==> config.mk <==
export PLATFORM = sky130hd
export DESIGN_NAME = gpqs_div
export DESIGN_NICKNAME = d
export VERILOG_FILES = /design/src/design/gpqs_pkg.sv /design/src/design/gpqs_div.sv
export SDC_FILE = /design/constraint.sdc
export NUM_CORES = 1
export LEC_CHECK = 0
export ABC_AREA = 1
export BUFFER_PORTS_ARGS = -buffer_cell sky130_fd_sc_hd__buf_2
export CORE_MARGIN = 2
export CORE_UTILIZATION = 45
export DETAILED_ROUTE_END_ITERATION = 6
export GPL_ROUTABILITY_DRIVEN = 0
export PLACE_DENSITY = 0.65
export SLEW_MARGIN = 40
export SYNTH_ARGS = -nofsm -noshare
export SYNTH_HDL_FRONTEND = slang
export SYNTH_SLANG_ARGS = --single-unit
==> constraint.sdc <==
create_clock -name clk -period 4 [get_ports clk]
set_input_delay 0.2 -clock clk [delete_from_list [all_inputs] [get_ports clk]]
set_output_delay 0.2 -clock clk [all_outputs]
set_load 0.01 [all_outputs]
==> src/design/gpqs_pkg.sv <==
package gpqs_pkg;

	// Width of the norm register and of the quotient that bounds a cross-off.
	localparam int unsigned NORM_W = 16;
	// Width of the norm of an input point, a*a + b*b with 8-bit parts.
	localparam int unsigned PNORM_W = 17;
	localparam int unsigned COORD_W = 8;
	localparam logic [NORM_W-1:0] MAX_NORM_RESET = 16'd65025;

	typedef enum logic [1:0] {
		CMD_INIT  = 2'd0,
		CMD_CROSS = 2'd1,
		CMD_READ  = 2'd2,
		CMD_NONE  = 2'd3
	} cmd_t;

endpackage

==> src/design/gpqs_div.sv <==
module gpqs_div (
	input  logic                                clk,
	input  logic                                arst_n,
	input  logic                                start,
	input  logic [gpqs_pkg::NORM_W-1:0]         dividend,
	input  logic [gpqs_pkg::PNORM_W-1:0]        divisor,
	output logic                                done,
	output logic [gpqs_pkg::NORM_W-1:0]         quotient
);
	import gpqs_pkg::*;

	localparam int unsigned CNT_W = $clog2(NORM_W + 1);

	logic [PNORM_W-1:0] rem_q;
	logic [PNORM_W-1:0] dvs_q;
	logic [NORM_W-1:0]  quo_q;
	logic [CNT_W-1:0]   cnt_q;
	logic               busy_q;
	logic               done_q;
	logic [PNORM_W:0]   trial;
	logic               take;

	// One quotient bit per cycle, restoring form.
	assign trial = {rem_q, quo_q[NORM_W-1]};
	assign take  = trial >= {1'b0, dvs_q};

	always_ff @(posedge clk or negedge arst_n) begin
		if (!arst_n) begin
			busy_q <= 1'b0;
			done_q <= 1'b0;
			cnt_q  <= '0;
		end else begin
			done_q <= 1'b0;
			if (start) begin
				busy_q <= 1'b1;
				cnt_q  <= '0;
			end else if (busy_q) begin
				cnt_q <= cnt_q + 1'b1;
				if (cnt_q == CNT_W'(NORM_W - 1)) begin
					busy_q <= 1'b0;
					done_q <= 1'b1;
				end
			end
		end
	end

	always_ff @(posedge clk) begin
		if (start) begin
			rem_q <= '0;
			quo_q <= dividend;
			dvs_q <= divisor;
		end else if (busy_q) begin
			rem_q <= take ? PNORM_W'(trial - {1'b0, dvs_q}) : trial[PNORM_W-1:0];
			quo_q <= {quo_q[NORM_W-2:0], take};
		end
	end

	assign done     = done_q;
	assign quotient = quo_q;

endmodule

* Word-level counts from Yosys, hierarchy flattened
Index checks and enable logic that the tools add are counted.
** Storage, ports and cells
- Bits in registers :: 57
- Latch bits :: 0
- Memory bits (writable) :: 0
- Bits in read-only memories :: 0
- Bits of input ports :: 36
- Word-level logic and storage cells :: 22
- Memories kept :: 0
** Cells by class
- Add/sub/neg operators :: 2
- Multiply operators :: 0
- Divide/modulo/power cells :: 0
- Order comparisons :: 1
- Eq/ne operators :: 1
- Shift operators :: 0
- Multiplexer cells :: 11
- Bitwise gates (word level) :: 0
- Reduce and logical (&&, ||, !) cells :: 1
** Operators with widths (number)
- two-way mux 16 bit :: 2
- greater-or-equal comparator 18 x 17 -> 1 bit :: 1
- two-way mux 17 bit :: 1
- subtractor 17 bit :: 1
- two-way mux 5 bit :: 2
- two-way mux 1 bit :: 6
- adder 5 x 1 -> 5 bit (second input constant) :: 1
- == test 5 x 4 -> 1 bit (second input constant) :: 1
- nonzero test 2 bit :: 1

* Depth between registers and ports, before layout
- Depth in word-level cells :: 4
- Gate-level depth with buffers :: 15
- Depth with buffers taken out :: 15

* Least setup slack after synthesis
No wires, ideal clock.
- Kind :: register -> register
- Start point :: reg quo_q[15], in the netlist quotient[15]
- End point :: reg quo_q[0], in the netlist quotient[0], data pin
- Library setup time :: 0.268 ns
- Arrival :: 1.697 ns
- Slack :: 2.035 ns
- Stages on the path, launching flop included :: 11
- Buffers on the path :: 2
- Period minus slack after synthesis :: 1.965 ns
- Cell sequence :: edfxtp_1 -> inv_1 -> ha_1 -> inv_1 -> fa_1 -> nand3_2 -> nand3_2 -> nand2_2 -> buf_6 -> buf_8 -> a31oi_1
** Between the ends
- Longest elaborated chain between the ends :: 3
** RTL lines
- start: declaration :: RTL line gpqs_div.sv:16 : logic [NORM_W-1:0] quo_q;
- start signal: assignment :: RTL line gpqs_div.sv:50 : quo_q <= dividend;
- start signal: assignment :: RTL line gpqs_div.sv:54 : quo_q <= {quo_q[NORM_W-2:0], take};
- greater-or-equal comparator 18 x 17 -> 1 bit :: RTL line gpqs_div.sv:25 : assign take = trial >= {1'b0, dvs_q};
- two-way mux 16 bit :: RTL line gpqs_div.sv:52 : end else if (busy_q) begin
- two-way mux 16 bit :: RTL line gpqs_div.sv:48 : if (start) begin
No other way between the ends. The select of a mux whose other input is x is not followed.
A chain may end at the register's enable or synchronous reset.

* Worst setup path in the final report
- Start point :: reg dvs_q[9]
- End point :: reg rem_q[6]
** Between the ends
- Longest elaborated chain between the ends :: 2
** RTL lines
- start: declaration :: RTL line gpqs_div.sv:15 : logic [PNORM_W-1:0] dvs_q;
- start signal: assignment :: RTL line gpqs_div.sv:51 : dvs_q <= divisor;
- greater-or-equal comparator 18 x 17 -> 1 bit :: RTL line gpqs_div.sv:25
- two-way mux 17 bit :: RTL line gpqs_div.sv:53 : rem_q <= take ? PNORM_W'(trial - {1'b0, dvs_q}) : trial[PNORM_W-1:0];
- end signal: assignment :: RTL line gpqs_div.sv:53
- end: declaration :: RTL line gpqs_div.sv:14 : logic [PNORM_W-1:0] rem_q;
No other way between the ends.

==> flow_summary.ini <==
[cts]
clk_pin_slew_ns = 0.07
cts_tree = yes
cts_setup_buffers = 0
htreeDepth = 3
cts_made_buffers = 9
clk_latency_ns = 0.34
cts.repair.resized = 0
cts.sinks = 57
cts_hold_buf = 1
root_buffer = clkbuf_8
cts.path.max_buffers = 2

[sta]
tns_ns = 0
whs_ns = 0.0308
finalSetupViolCount = 0
grt_setup_unrepaired = false
skew_ns = 0.00648
fin_crit_ns = 2.42
maxSlewViolCount = 0
finalCritPeriodShare_pct = 60.6
worstMarginPinSlew_ns = 0.756
hold_viol_final = 0
relSlewSlack_pct = 49.4
timing.fmax_mhz = 413

[setup_path]
worst-path-max-fanout = 20
cpLargestDelayFamily = simple AND/OR/NAND/NOR gates
rr_worst_depth = 11
r2r_end = rem_q[6]
cpMostUsedCell = nand2_2
crit_type = reg -> reg
worstSetupStartpointType = register
cp.arrival_ns = 2.68
critical_path.cell_chain = inv_1 -> ha_1 -> nand2_2 -> inv_1 -> a21oi_1 -> nand3_2 -> nand2_2 -> nand2_2 -> nand2_1 -> nand3_1 -> o21ai_0
cp_num_buf_inv = 2
r2r-start = dvs_q[9]
endpoint_kind = register
slowest_stage = edfxtp_1
required_ns = 4.26
rrSetupSlack_ns = 1.58
crit_path_max_incr_delay_ns = 0.37

[yosys]
synthesis.area_um2 = 3510
synth_common_cells = nand2_1 (176), inv_1 (78), edfxtp_1 (33), nand3_1 (33)
yosys_warnings = 0
synth_top_area_cell = edfxtp_1
avgSynthCellArea_um2 = 7.54
synth_seq_area_share_pct = 43.0
async_flop_share_pct = 12.3
synth_ff_type = edfxtp_1
synth.distinct_cells = 31
synth.top_cells.by_area = edfxtp_1 (28%), nand2_1 (19%), dfxtp_1 (9.7%), inv_1 (8.3%), ha_1 (6.8%)
yosys_register_bits = 57
synth_top_area_share_pct = 28.3
syn_inst = 465
synth_fp_nets = 521
synth-edff-count = 33
yosysMostFrequentCell = nand2_1

[power]
p_comb_share_pct = 48.5
p_leak_uw = 0.00213
irDropWorstVdd_mv = 0.213
share_seq_of_total_power_pct = 31.5
p_int_uw = 1510
p_switching_uw = 1110
power.density_nw_per_um2 = 651
swShare_pct = 42.4
clockPowerShare_pct = 20.0
design_power_total_uw = 2610

[route]
drt-total-wl_mm = 7.78
drt_first_pass_iters = 4
vias = 3054
vias_per_cell = 4.87
drc_errors = 0
drtIter0Drc = 205
final_antenna_net_count = 0
wl_per_cell_um = 12.4

[min_path]
min_from = divisor[11]
hold_end = dvs_q[11]
holdPathStages = 1
hp-class = in -> reg

[cells_and_area]
area.growth.synth_to_final_pct = 14.4
nFillCells = 750
antenna_cells = 0
drive_above_1_share_pct = 16.0
nets = 576
fin_area_um2 = 4010

[grt]
antenna_found_initial = 0
grt-ovfl-total = 0
met2_usage_pct = 30.0
grt_pass1_vias = 2921
grt-busiest-layer = met2
grt_use_total_pct = 19.6
use_met3_pct = 4.03
gr-usage-met1_pct = 26.8
grt_pass1_wl_mm = 13.2
grt_max_degree = 37

[placement]
port_buffers = 52
dp_hpwl_mm = 5.69
dpl_cell_area_um2 = 3820

[floorplan]
die_y_um = 92.3
core_area_um2 = 7650
start_util_pct = 45.9
die_x_um = 92.3
die_area_um2 = 8520
num_rows = 32
ios = 53

[run]
max-cap-violations = 0

[status]
outcome = finished clean
[cell families (layout without fill, tap and decap cells)]
group | after synthesis | after routing | share of synthesized area (%)
compound gates | 29 | 29 | 4.46
xor+xnor | 7 | 7 | 1.75
buf+inv | 89 | 149 | 11.0
flops | 57 | 57 | 43.0
fa+ha+maj | 20 | 20 | 7.35
simple gates | 263 | 263 | 32.5
[layer usage]
metal / share of wire, % / routed length, um
met1: 49 / 3790
met2: 42 / 3300
met3: 6.5 / 508
met4: 2.3 / 180
met5: 0 / 0
[cell type report]
type | instances | area (um2) | share of cell area [%]
Multi-Input combinational cell | 319 | 1620 | 40.4
Sequential cell | 57 | 1510 | 37.5
Inverter | 78 | 293 | 7.29
Timing Repair Buffer | 55 | 285 | 7.11
Clock buffer | 13 | 139 | 3.46
Tap cell | 102 | 128 | 3.18
Clock inverter | 3 | 42.5 | 1.06
[sequential cells by signal, summed over array words and instances (netlist names)]
name / flops
cnt_q: 5
quotient: 16
done: 1
rem_q: 17
busy_q: 1
dvs_q: 17
[through the flow]
step           worst slack, ns  instances  utilization, %
2_1_floorplan             2.04        465               -
3_3_place_gp              1.67        610            49.9
3_5_place_dp              1.62        610            49.9
4_1_cts                   1.60        627            52.4
5_1_grt                   1.38        627            52.5
6_report                  1.58        627            52.5
[worst max-delay path by stage]
stage,from,to,slack [ns],cells past startpoint
finish,dvs_q[9],rem_q[6],1.58,11
global route,dvs_q[9],rem_q[6],1.38,11
CTS,dvs_q[9],rem_q[6],1.60,11
detailed placement,dvs_q[9],rem_q[8],1.62,11
global placement,dvs_q[9],rem_q[0],1.67,11
floorplan,quotient[15],quotient[0],2.04,10
[placed cells by master, fill, tap and decap left out, types with 2 or more instances in the layout]
master	count
buf_2	52
nand2_1	176
nor3_1	6
buf_4	2
a21oi_1	13
xnor2_1	6
nand2_2	6
nand3_1	33
o21ai_0	10
o21a_1	2
clkbuf_8	9
nor2_2	3
inv_1	77
nand3b_1	10
dfxtp_1	17
nand3_2	5
clkbuf_1	4
nor2_1	19
dfrtp_1	7
edfxtp_1	33
ha_1	19
nand4_1	2
[power by group through the flow]
stage | Combinational, uW | Sequential (uW) | Clock, uW
floorplan | 1010 | 817 | 0
global placement | 1240 | 833 | 0
detailed placement | 1250 | 832 | 0
CTS | 1260 | 822 | 533
global route | 1450 | 838 | 556
finish | 1270 | 824 | 523
No activity file was read; power rests on OpenSTA's default activity.
